--- config.mk ---
export PLATFORM = sky130hd
export DESIGN_NAME = poly_mul
export DESIGN_NICKNAME = d
export VERILOG_FILES = /design/src/rtl/poly_pkg.sv /design/src/rtl/poly_mul.sv
export SDC_FILE = /design/constraint.sdc
export NUM_CORES = 2
export LEC_CHECK = 0
export ABC_AREA = 1
export BUFFER_PORTS_ARGS = -buffer_cell sky130_fd_sc_hd__buf_2
export CORE_ASPECT_RATIO = 1.4
export CORE_MARGIN = 2
export CORE_UTILIZATION = 43
export CTS_CLUSTER_SIZE = 14
export DETAILED_ROUTE_END_ITERATION = 8
export PLACE_DENSITY = 0.7
export SYNTH_ARGS = -nofsm -noshare
export SYNTH_HDL_FRONTEND = slang
export SYNTH_SLANG_ARGS = --single-unit
--- constraint.sdc ---
create_clock -name aclk -period 7.05 [get_ports aclk]
set_input_delay 0.705 -clock aclk [delete_from_list [all_inputs] [get_ports aclk]]
set_output_delay 0.705 -clock aclk [all_outputs]
set_load 0.03 [all_outputs]
--- src/rtl/poly_pkg.sv ---
`default_nettype none

package poly_pkg;

    localparam int NLIMB   = 5;
    localparam int LIMB_W  = 26;
    localparam int ACC_W   = 27;
    localparam int H_W     = 28;
    localparam int R_W     = 29;
    localparam int PROD_W  = H_W + R_W;
    localparam int D_W     = 64;
    localparam int CARRY_W = D_W - LIMB_W;
    localparam int FIN_W   = 32;
    localparam int IDX_W   = 3;
    localparam int CFG_W   = 64;
    localparam int CNT_W   = 5;

    localparam logic [LIMB_W-1:0] LIMB_MASK = 26'h3ffffff;
    localparam logic [LIMB_W-1:0] CLAMP1    = 26'h3ffff03;
    localparam logic [LIMB_W-1:0] CLAMP2    = 26'h3ffc0ff;
    localparam logic [LIMB_W-1:0] CLAMP3    = 26'h3f03fff;
    localparam logic [LIMB_W-1:0] CLAMP4    = 26'h00fffff;
    localparam logic [CNT_W-1:0]  FULL_CNT  = 5'd16;
    localparam logic [IDX_W-1:0]  LAST_LIMB = 3'd4;
    localparam logic [IDX_W-1:0]  FOLD      = 3'd5;

    typedef enum logic [1:0] {
        CFG_R_LOW  = 2'd0,
        CFG_R_HIGH = 2'd1,
        CFG_S_LOW  = 2'd2,
        CFG_S_HIGH = 2'd3
    } cfg_idx_e;

    typedef logic [NLIMB-1:0][LIMB_W-1:0] limb_vec_t;
    typedef logic [NLIMB-1:0][ACC_W-1:0]  acc_vec_t;
    typedef logic [NLIMB-1:0][H_W-1:0]    h_vec_t;
    typedef logic [NLIMB-1:0][D_W-1:0]    d_vec_t;
    typedef logic [NLIMB-1:0][FIN_W-1:0]  fin_vec_t;

    typedef struct packed {
        logic [63:0]      block_low;
        logic [63:0]      block_high;
        logic [CNT_W-1:0] byte_count;
        logic             last;
    } poly_in_t;

    typedef struct packed {
        logic [63:0] tag_low;
        logic [63:0] tag_high;
    } poly_out_t;

    typedef struct packed {
        logic             valid;
        logic [IDX_W-1:0] dst;
        logic [H_W-1:0]   a;
        logic [R_W-1:0]   b;
    } mul_req_t;

    typedef struct packed {
        logic              valid;
        logic [IDX_W-1:0]  dst;
        logic [PROD_W-1:0] prod;
    } mul_rsp_t;

    function automatic limb_vec_t clamp_r(input logic [63:0] r_lo, input logic [63:0] r_hi);
        limb_vec_t r;
        r[0] = r_lo[25:0];
        r[1] = r_lo[51:26] & CLAMP1;
        r[2] = {r_hi[13:0], r_lo[63:52]} & CLAMP2;
        r[3] = r_hi[39:14] & CLAMP3;
        r[4] = {2'b00, r_hi[63:40]} & CLAMP4;
        return r;
    endfunction

    // Split a block into limbs; a short block gets its marker byte, a full one the 2^128 bit.
    function automatic limb_vec_t msg_limbs(input logic [63:0] lo, input logic [63:0] hi,
                                            input logic [CNT_W-1:0] n);
        logic [127:0] m;
        logic [127:0] bitpos;
        logic         full;
        limb_vec_t    l;
        full   = (n >= FULL_CNT);
        m      = {hi, lo};
        bitpos = 128'd1 << {n[3:0], 3'b000};
        if (!full) begin
            m = (m & (bitpos - 128'd1)) | bitpos;
        end
        l[0] = m[25:0];
        l[1] = m[51:26];
        l[2] = m[77:52];
        l[3] = m[103:78];
        l[4] = {1'b0, full, m[127:104]};
        return l;
    endfunction

endpackage

`default_nettype wire

--- src/rtl/poly_mul.sv ---
`default_nettype none

module poly_mul
    import poly_pkg::*;
(
    input  wire logic     aclk,
    input  wire logic     aresetn,
    input  wire mul_req_t req,
    output mul_rsp_t      rsp
);

    mul_rsp_t rsp_reg;
    mul_rsp_t rsp_next;

    always_comb begin
        rsp_next.valid = req.valid;
        rsp_next.dst   = req.dst;
        rsp_next.prod  = PROD_W'(req.a) * PROD_W'(req.b);
    end

    always_ff @(posedge aclk) begin
        if (!aresetn) begin
            rsp_reg.valid <= 1'b0;
        end else begin
            rsp_reg.valid <= rsp_next.valid;
        end
        rsp_reg.dst  <= rsp_next.dst;
        rsp_reg.prod <= rsp_next.prod;
    end

    assign rsp = rsp_reg;

endmodule

`default_nettype wire

==> impl_summary.log <==
[metrics] quantity of hold-fixing buffers added after cts: 0
[metrics] mean post-synth cell area: 7.41 sq um
[metrics] drt initial violations: 1355
[metrics] main flop type after synthesis: sky130_fd_sc_hd__dfxtp_1
[metrics] share of synthesized area occupied by flip-flops and latches: 4.06%
[metrics] Syn. warnings: 0
[metrics] Req. time, crit path: 7.34 ns
[metrics] cells along the critical path: buf_2 -> buf_4 -> nand2_1 -> fa_1 -> fa_1 -> inv_1 -> fa_1 -> inv_1 -> fa_1 -> inv_1 -> fa_1 -> fa_1 -> inv_1 -> fa_1 -> inv_1 -> ha_1 -> nand2_2 -> nor2_2 -> inv_2 -> nor3_4 -> nand3_1 -> nand3_1 -> xor2_2 -> buf_4
[metrics] Avg WL per Cell: 18.0 um
[metrics] Critical Path End Type: flip-flop
[metrics] area added between synthesis and finish: 9.55%
[metrics] Layout Utilization: 47.6%
[metrics] critical path buffer and inverter count: 9
[metrics] worst min path class: in -> reg
[metrics] number of buffers inserted by post-CTS setup repair: 0
[metrics] iteration count of the initial detailed-routing pass: 8
[metrics] max frequency: 148 MHz
[metrics] core outline area: 0.0692 sq mm
[metrics] result of the run: finished, final reports clean
[metrics] setup repair after global routing missed its margin: no
[metrics] final weighted congestion in routability-driven placement: 0.948
[metrics] max FFs per register: 61
[metrics] critical setup path kind: in -> reg
[metrics] overall track demand over capacity in global routing: 27.2%
[metrics] Routed Wire Length: 92000 um
[metrics] total number of placement rows: 114
[metrics] clock net sink count: 61
[metrics] number of synthesized register bits: 61
[metrics] number of buffer cells added on primary ports: 123
[metrics] detail-routed via count per cell: 4.84
[metrics] vias post-DR: 24.7k
[metrics] area share of the largest cell type after synthesis: 46.6%
[metrics] CTS HTree Levels: 3
[metrics] Clock Root Buffer: sky130_fd_sc_hd__clkbuf_16
[metrics] minimum setup slack after placement: -0.181 ns
[metrics] number of distinct library cells after synthesis: 32
[metrics] pin count of the biggest net entering global routing: 30
[metrics] cell type with the highest occurrence count on the critical path: sky130_fd_sc_hd__fa_1
[metrics] total setup violations reported at the end of the flow: 0
[metrics] first-pass GRT wire length: 146000 um
[metrics] effective utilization at floorplan: 43.5%
[metrics] Post-Syn Instances: 4058
[metrics] number of antenna violations at the first check in global routing: 1
[metrics] list of most frequent post-synthesis cells: sky130_fd_sc_hd__inv_1, sky130_fd_sc_hd__nand2_1, sky130_fd_sc_hd__fa_1
[metrics] Die H: 317 um
[metrics] area leader, netlist: sky130_fd_sc_hd__fa_1
[metrics] Worst path slowest cell: sky130_fd_sc_hd__fa_1
[metrics] Syn Std Cell Area: 0.0301 sq mm
[metrics] cell with the most instances after synthesis: sky130_fd_sc_hd__inv_1
[metrics] relative slew slack: 45.7%
[metrics] cell family contributing the most delay on the critical path: adder cells
[metrics] cell area after placement: 0.0326 sq mm
[metrics] max-cap check violation count: 0
[metrics] min-delay src: req[58]
[metrics] die area: 0.0721 sq mm
[metrics] CTS Buf Count: 9
[metrics] detailed placement HPWL: 78000 um
[metrics] slew at the pin closest to its max-slew limit: 0.814 ns
[metrics] post-route minimum period: 6.75 ns
[metrics] buffers from clock root to sink, at most: 2
[metrics] final routed DRC violation total: 0
[metrics] final worst-path setup slack: 0.301 ns
[metrics] I/O Pins: 124
[metrics] GR Overflow Total: 0
[metrics] net count after synthesis: 5032
[metrics] cells taking the most area after synthesis: sky130_fd_sc_hd__fa_1, sky130_fd_sc_hd__inv_1, sky130_fd_sc_hd__nand2_1
[metrics] count of pins over their slew limit: 0
[metrics] nets@finish: 5152
[metrics] endpoint arrival time on the critical path: 7.03 ns
[metrics] number of stages on the worst hold path: 1
[metrics] number of enable-type register cells in the synthesized netlist: 0
[metrics] number of global-route vias before repair: 27.5k
[metrics] endpoint with the worst hold slack: rsp[58]
[metrics] startpoint types: input pin
[metrics] FFs w/ async S/R, synth: 0%
[metrics] critical path peak fanout: 10
[metrics] critical path's largest stage delay: 0.57 ns
[metrics] clock transition time at the flip-flop clock pins of the worst setup and hold paths: 0.05 ns
[metrics] TritonCTS clock tree: built
[metrics] Layout Cell Area excl Fill: 0.0329 sq mm
[metrics] horizontal die dimension: 227 um
[metrics] number of nets with antenna violations after detailed routing: 0
[metrics] Hold Fails Final Rpt: 0
[metrics] share of final-layout standard cells stronger than drive strength 1: 8.70%
[metrics] Final Cycle Share: 95.7%
## layout by cell type, fill, tap and decap left out, types with 13 or more instances in the layout
cell type / Yosys / routed
sky130_fd_sc_hd__xor2_1: 28 / 27
sky130_fd_sc_hd__nor2_2: 19 / 19
sky130_fd_sc_hd__fa_1: 700 / 700
sky130_fd_sc_hd__inv_2: 14 / 14
sky130_fd_sc_hd__nand3_1: 56 / 56
sky130_fd_sc_hd__inv_1: 1392 / 1392
sky130_fd_sc_hd__dfxtp_1: 61 / 61
sky130_fd_sc_hd__ha_1: 211 / 211
sky130_fd_sc_hd__nand4_1: 13 / 13
sky130_fd_sc_hd__nor2_1: 68 / 68
sky130_fd_sc_hd__nand2_1: 1216 / 1216
sky130_fd_sc_hd__buf_2: 0 / 119
sky130_fd_sc_hd__nand2_2: 19 / 19
sky130_fd_sc_hd__buf_4: 0 / 138
sky130_fd_sc_hd__a21oi_1: 34 / 34
sky130_fd_sc_hd__buf_12: 0 / 19
## worst max-delay path by stage
| stage | to | cells after the start | slack [ns] | start |
|---|---|---|---|---|
| 6_report | rsp[26] | 24 | 0.30 | req[43] |
| 5_1_grt | rsp[42] | 25 | 0.09 | req[43] |
| 4_1_cts | rsp[26] | 24 | 0.14 | req[35] |
| 3_5_place_dp | rsp[26] | 24 | -0.18 | req[35] |
| 3_3_place_gp | rsp[26] | 24 | -0.15 | req[35] |
| 2_1_floorplan | rsp[41] | 25 | 0.77 | req[22] |
## metal layers
layer,vias up,routed length [um],global-route usage (%),share of wire (%)
met4,0,10300,23.9,11
met3,459,5030,3.39,5.5
li1,11300,-,-,-
met1,12100,29700,27.4,32
met5,-,0,0,0
met2,948,46900,49.0,51
## repair_timing
action / 4_1_cts / 5_1_grt
endpoints found under the setup margin: 0 / 1
resized for setup: 0 / 5
hold endpoints to repair: 0 / 0
## per-stage QoR
| stage | instances | TNS (ns) | hold slack [ns] |
|---|---|---|---|
| after floorplan | 4058 | 0 | 0.733 |
| after global placement | 5095 | -0.151 | 0.807 |
| after detailed placement | 5095 | -0.249 | 0.809 |
| after global routing | 5112 | 0 | 0.457 |
| after CTS | 5111 | 0 | 0.456 |
| final | 5112 | 0 | 0.466 |
## cell families after synthesis
logic type                 synth area share, %
buffers and inverters                     19.7
and+or+nand+nor                           19.0
adders and majority gates                 55.4
DFF                                       4.06
AOI/OAI and AO/OA                        0.907
xor gates and xnor gates                 0.961
## final cells by class
cell class	instances	area, sq um
inverter	1406	5280
tap	928	1160
antenna	1	2.50
fill	6859	36200
sequential	61	1220
clock inverter	7	73.8
clock buffer	9	225
multi-input combinational	2420	22900
timing repair buffer	280	2040
Power is not shown: default switching activity piles up to over one toggle a cycle in this logic, so the estimate is an artifact.
