**src/rtl/poly_pkg.sv**
```systemverilog
`default_nettype none

package poly_pkg;

    localparam int NLIMB   = 5;
    localparam int LIMB_W  = 26;
    localparam int ACC_W   = 27;
    localparam int H_W     = 28;
    localparam int R_W     = 29;
    localparam int PROD_W  = H_W + R_W;
    localparam int D_W     = 64;
    localparam int CARRY_W = D_W - LIMB_W;
    localparam int FIN_W   = 32;
    localparam int IDX_W   = 3;
    localparam int CFG_W   = 64;
    localparam int CNT_W   = 5;

    localparam logic [LIMB_W-1:0] LIMB_MASK = 26'h3ffffff;
    localparam logic [LIMB_W-1:0] CLAMP1    = 26'h3ffff03;
    localparam logic [LIMB_W-1:0] CLAMP2    = 26'h3ffc0ff;
    localparam logic [LIMB_W-1:0] CLAMP3    = 26'h3f03fff;
    localparam logic [LIMB_W-1:0] CLAMP4    = 26'h00fffff;
    localparam logic [CNT_W-1:0]  FULL_CNT  = 5'd16;
    localparam logic [IDX_W-1:0]  LAST_LIMB = 3'd4;
    localparam logic [IDX_W-1:0]  FOLD      = 3'd5;

    typedef enum logic [1:0] {
        CFG_R_LOW  = 2'd0,
        CFG_R_HIGH = 2'd1,
        CFG_S_LOW  = 2'd2,
        CFG_S_HIGH = 2'd3
    } cfg_idx_e;

    typedef logic [NLIMB-1:0][LIMB_W-1:0] limb_vec_t;
    typedef logic [NLIMB-1:0][ACC_W-1:0]  acc_vec_t;
    typedef logic [NLIMB-1:0][H_W-1:0]    h_vec_t;
    typedef logic [NLIMB-1:0][D_W-1:0]    d_vec_t;
    typedef logic [NLIMB-1:0][FIN_W-1:0]  fin_vec_t;

    typedef struct packed {
        logic [63:0]      block_low;
        logic [63:0]      block_high;
        logic [CNT_W-1:0] byte_count;
        logic             last;
    } poly_in_t;

    typedef struct packed {
        logic [63:0] tag_low;
        logic [63:0] tag_high;
    } poly_out_t;

    typedef struct packed {
        logic             valid;
        logic [IDX_W-1:0] dst;
        logic [H_W-1:0]   a;
        logic [R_W-1:0]   b;
    } mul_req_t;

    typedef struct packed {
        logic              valid;
        logic [IDX_W-1:0]  dst;
        logic [PROD_W-1:0] prod;
    } mul_rsp_t;

    function automatic limb_vec_t clamp_r(input logic [63:0] r_lo, input logic [63:0] r_hi);
        limb_vec_t r;
        r[0] = r_lo[25:0];
        r[1] = r_lo[51:26] & CLAMP1;
        r[2] = {r_hi[13:0], r_lo[63:52]} & CLAMP2;
        r[3] = r_hi[39:14] & CLAMP3;
        r[4] = {2'b00, r_hi[63:40]} & CLAMP4;
        return r;
    endfunction

    // Split a block into limbs; a short block gets its marker byte, a full one the 2^128 bit.
    function automatic limb_vec_t msg_limbs(input logic [63:0] lo, input logic [63:0] hi,
                                            input logic [CNT_W-1:0] n);
        logic [127:0] m;
        logic [127:0] bitpos;
        logic         full;
        limb_vec_t    l;
        full   = (n >= FULL_CNT);
        m      = {hi, lo};
        bitpos = 128'd1 << {n[3:0], 3'b000};
        if (!full) begin
            m = (m & (bitpos - 128'd1)) | bitpos;
        end
        l[0] = m[25:0];
        l[1] = m[51:26];
        l[2] = m[77:52];
        l[3] = m[103:78];
        l[4] = {1'b0, full, m[127:104]};
        return l;
    endfunction

endpackage

`default_nettype wire

```
**src/rtl/poly_fin.sv**
```systemverilog
`default_nettype none

module poly_fin
    import poly_pkg::*;
(
    input  wire logic        aclk,
    input  wire logic        aresetn,
    input  wire logic        start,
    input  wire acc_vec_t    acc,
    input  wire logic [63:0] s_low,
    input  wire logic [63:0] s_high,
    output logic             done,
    output poly_out_t        tag
);

    logic         v1_reg, v2_reg, v3_reg;
    fin_vec_t     h1_reg, h1_next;
    logic [127:0] p2_reg, p2_next;
    poly_out_t    tag_reg, tag_next;

    // Stage 1: propagate carries through all limbs, wrapping the top one with the fold.
    always_comb begin
        fin_vec_t           h;
        logic [FIN_W-1:0]   c;
        for (int i = 0; i < NLIMB; i++) begin
            h[i] = FIN_W'(acc[i]);
        end
        c = h[1] >> LIMB_W; h[1] = h[1] & FIN_W'(LIMB_MASK); h[2] = h[2] + c;
        c = h[2] >> LIMB_W; h[2] = h[2] & FIN_W'(LIMB_MASK); h[3] = h[3] + c;
        c = h[3] >> LIMB_W; h[3] = h[3] & FIN_W'(LIMB_MASK); h[4] = h[4] + c;
        c = h[4] >> LIMB_W; h[4] = h[4] & FIN_W'(LIMB_MASK);
        h[0] = h[0] + c * FIN_W'(FOLD);
        c = h[0] >> LIMB_W; h[0] = h[0] & FIN_W'(LIMB_MASK); h[1] = h[1] + c;
        h1_next = h;
    end

    // Stage 2: subtract the prime when it does not go negative, then pack to 128 bits.
    always_comb begin
        fin_vec_t         g;
        fin_vec_t         h;
        logic [FIN_W-1:0] c;
        logic [63:0]      lo, hi;
        h    = h1_reg;
        g[0] = h[0] + FIN_W'(FOLD);
        c    = g[0] >> LIMB_W;
        g[0] = g[0] & FIN_W'(LIMB_MASK);
        for (int i = 1; i < NLIMB - 1; i++) begin
            g[i] = h[i] + c;
            c    = g[i] >> LIMB_W;
            g[i] = g[i] & FIN_W'(LIMB_MASK);
        end
        g[4] = h[4] + c - (FIN_W'(1) << LIMB_W);
        if (!g[4][FIN_W-1]) begin
            h = g;
        end
        lo = 64'(h[0]) | (64'(h[1]) << 26) | (64'(h[2]) << 52);
        hi = (64'(h[2]) >> 12) | (64'(h[3]) << 14) | (64'(h[4]) << 40);
        p2_next = {hi, lo};
    end

    // Stage 3: add the pad modulo 2^128.
    always_comb begin
        logic [127:0] sum;
        sum = p2_reg + {s_high, s_low};
        tag_next.tag_low  = sum[63:0];
        tag_next.tag_high = sum[127:64];
    end

    always_ff @(posedge aclk) begin
        if (!aresetn) begin
            v1_reg <= 1'b0;
            v2_reg <= 1'b0;
            v3_reg <= 1'b0;
        end else begin
            v1_reg <= start;
            v2_reg <= v1_reg;
            v3_reg <= v2_reg;
        end
        h1_reg  <= h1_next;
        p2_reg  <= p2_next;
        tag_reg <= tag_next;
    end

    assign done = v3_reg;
    assign tag  = tag_reg;

endmodule

`default_nettype wire

```
**config.mk**
```make
export PLATFORM = sky130hd
export DESIGN_NAME = poly_fin
export DESIGN_NICKNAME = d
export VERILOG_FILES = /design/src/rtl/poly_pkg.sv /design/src/rtl/poly_fin.sv
export SDC_FILE = /design/constraint.sdc
export NUM_CORES = 1
export LEC_CHECK = 0
export BUFFER_PORTS_ARGS = -buffer_cell sky130_fd_sc_hd__buf_2
export CAP_MARGIN = 20
export CORE_MARGIN = 1.5
export CORE_UTILIZATION = 25
export DETAILED_ROUTE_END_ITERATION = 16
export GPL_TIMING_DRIVEN = 0
export PLACE_DENSITY = 0.52
export REMOVE_ABC_BUFFERS = 1
export SLEW_MARGIN = 10
export SYNTH_ARGS = -nofsm -noshare
export SYNTH_HDL_FRONTEND = slang
export SYNTH_SLANG_ARGS = --single-unit
export TNS_END_PERCENT = 100
```
**constraint.sdc**
```tcl
create_clock -name aclk -period 8.25 [get_ports aclk]
set_input_delay 0 -clock aclk [delete_from_list [all_inputs] [get_ports aclk]]
set_output_delay 0 -clock aclk [all_outputs]
set_load 0.1 [all_outputs]
```
==> results.md <==
- Setup repair after global routing missed its margin: true
- NetSw: 2.769 mW
- Total track usage: 16.77%
- Nature of the critical path startpoint: primary input
- Pwr Density: 230.7 mW/mm^2
- Routability congestion estimate: ~0.93
- Async SR Flop Fraction: 0%
- Slew Viols, Final: 0
- Starting density of the core: about a quarter
- DIE AREA: 0.08399 sq mm
- Core area: 0.08094 sq mm
- Vias per Instance: roughly 4.6
- CP required: between 8 and 9 ns
- Post-synth EDFFs: 0
- Hold Path Class: in -> reg
- Clk_skew: 0.03109 ns
- Initial antenna violation count: 21
- Clock-pin slew on the worst setup and hold paths: ~0.060 ns
- Clock Latency Late Sink: 0.58 ns
- Count of cell types in the netlist: between 70 and 80
- Share of cells above drive strength 1: 19.63%
- Mapped Cells: 2319
- Boundary Pins: a little under 400
- CP max stage delay: 0.57 ns
- Relative slew slack: 35.32%
- Reg power frac: 33.2%
- Final WL: 72880 microns
- Setup violations, final: 0
- Max_cap viols: 0
- Placed Instance Area: roughly 0.024 sq mm
- DRT iter0 DRCs: 973
- Dpl cells: approximately 3700
- Leakage: 12.44 nW
- Synth area leader: dfxtp_1
- First-pass GRT wire length: 109800 microns
- Die Width: 289.8 microns
- Gr ovfl total: 0
- DR DRC count: 0
- Slowest CP cell: dlygate4sd3_1
- Final period util: between 90% and 100%
- Max reg flops: 131
- Ranking of synthesized cells by area: dfxtp_1, xnor2_1, ha_1
- Avg Cell Area, Syn: 8.868 sq um
- Internal power: 3.941 mW
- Seq cells post-synth: 390
- CTS Sinks: 390
- Commonest non-fill, non-tap cell in the layout: buf_2
- Port Buf Inserts: slightly below 400
- Sw Ratio: 41.27%
- Pin count of the biggest net entering global routing: 26
- Crit path arrival time: 8.34 ns
- CP Max Fanout: 4
- Drt pass-1 iters: 7
- Clock tree buffer depth: 3
- Synth top area share: 37.97%
- RR Startpoint: h1_reg[5]$_DFF_P_
- Routed via count: 19150
- Post-Syn Area: 0.02056 sq mm
- CTS Buf Count: 45
- Antenna Nets Post-Route: 0
- Warnings from Yosys: 0
- Final min period: 7.897 ns
- Ys flop type: dfxtp_1
- Die Span Y: 289.8 microns
- HPWL Detailed: between 50000 and 60000 microns
- Vias in the first global route: slightly below 20000
- Finished Layout Cells: 4164
- Clock network power share: 29.7%
- Num rows: ~100
- Layout Nets: 3485
- Setup WS pre-CTS: -3.318 ns
- Fin Setup TNS: 0 ns
- Fmax: 0.1266 GHz
- Utilization after layout: ~36%
- Setup CP Type: in -> reg
- Routed WL per cell: 17.50 microns
- Crit path setup slack, layout: 0.3525 ns
- Setup crit end kind: register
- Commonest non-fill, non-tap cells in the layout: buf_2, dfxtp_1, dlygate4sd3_1, xnor2_1, nand2_1
- Final Hold Fails: 0
- Worst-Margin Slew: 0.9614 ns
- Syn-to-layout area delta: 41.44%
- Hold path start: s_low[49]
- Fin area: 0.02909 sq mm
- Logic pwr share: a little under two fifths
- Cell mode on critical path: ha_2
- Run status: finished clean
- Max VDD drop: 0.1456 mV
- CTS root buffer: clkbuf_16
- Crit. Startpoint: acc[53]
- Fillers: around 8400
- CTS tree: yes
- H-tree levels: 2
- Post-synthesis sequential area ratio: 37.97%
==> what timing repair did <==
action | in CTS | in global routing
endpoints found under the hold margin | 242 | 0
endpoints found under the setup margin | 44 | 80
setup buffers | 4 | 16
resized for setup | 45 | 42
pin swaps | 8 | 23
gates cloned | 0 | 0
hold buffers | 338 | 0
==> path summary, 6_finish.rpt <==
kind	to	slack, ns	cells past startpoint
hold / removal	tag[113]$_DFF_P_	0.04	3
setup reg to reg	p2_reg[48]$_DFF_P_	0.65	29
hold reg to reg	done$_SDFF_PN0_	0.43	1
setup / recovery	h1_reg[38]$_DFF_P_	0.35	44
==> metrics by stage <==
step                      power (mW)  hold slack [ns]
after CTS                      6.769        0.0007622
after global routing           6.991          0.02595
after floorplan                4.067          0.09272
after global placement         4.602           0.2078
after detailed placement       4.598           0.2101
final                          6.710          0.04210
==> cell usage after synthesis, types with 5 or more instances <==
cell,count
a21oi_1,193
or3_1,6
dfxtp_1,390
inv_1,56
o31ai_1,6
a31oi_1,11
o21ai_1,18
clkbuf_1,44
or2_2,6
buf_2,14
and2_1,37
a21o_1,65
nand4_1,95
nor4_1,20
nor2_1,148
nor3_1,42
nand2_1,242
and4_1,8
nor2b_1,21
o21a_1,8
xnor2_1,248
xor2_1,98
ha_1,152
o21ai_0,81
and3_1,47
fa_1,6
nand2b_1,20
o21ai_2,8
o21bai_1,40
nand3_1,101
a21oi_2,5
==> routing by layer <==
| metal | vias to the layer above | part of all wire (%) | global-route usage (%) | routed length [microns] |
|---|---|---|---|---|
| met5 | - | 0.11 | 0 | 82 |
| met4 | 14 | 3.8 | 6.675 | 2782 |
| met3 | 144 | 4.8 | 2.964 | 3500 |
| met2 | 497 | 47 | 28.72 | 34410 |
| met1 | 8847 | 44 | 20.79 | 32110 |
| li1 | 9645 | - | - | - |
==> power groups by stage <==
stage | logic, mW | registers, mW | clock network [mW]
floorplan | 0.664 | 3.40 | 0
global placement | 2.33 | 2.27 | 0
detailed placement | 2.33 | 2.27 | 0
CTS | 2.48 | 2.23 | 2.06
global route | 2.61 | 2.25 | 2.13
finish | 2.49 | 2.23 | 1.99
==> final cells by class <==
cell class	count	area, sq um	area share [%]
Clock buffer	60	1295	4.452
Timing Repair Buffer	754	5530	19.01
Tap cell	1060	1326	4.560
Antenna cell	12	30.03	0.1032
Clock inverter	18	177.7	0.6108
Sequential cell	390	7807	26.84
Inverter	56	210.2	0.7227
Multi-Input combinational cell	1814	12710	43.70
==> worst max-delay path: cells and delay by family <==
kind,cells,cell delay (ns)
buffers and inverters,4,0.82
XOR/XNOR,5,0.84
AO/OA/AOI/OAI,3,0.54
adder cells (fa/ha/maj),10,2.51
AND/OR/NAND/NOR,22,3.60
==> cells by family after synthesis <==
logic type | after synthesis | synth area share [%]
AND/OR/NAND/NOR | 819 | 19.83
AO/OA/AOI/OAI | 491 | 15.45
flip-flops | 390 | 37.97
XOR/XNOR | 346 | 14.74
adder cells (fa/ha/maj) | 158 | 9.832
buffers and inverters | 115 | 2.184
No activity file was read; power rests on OpenSTA's default activity.
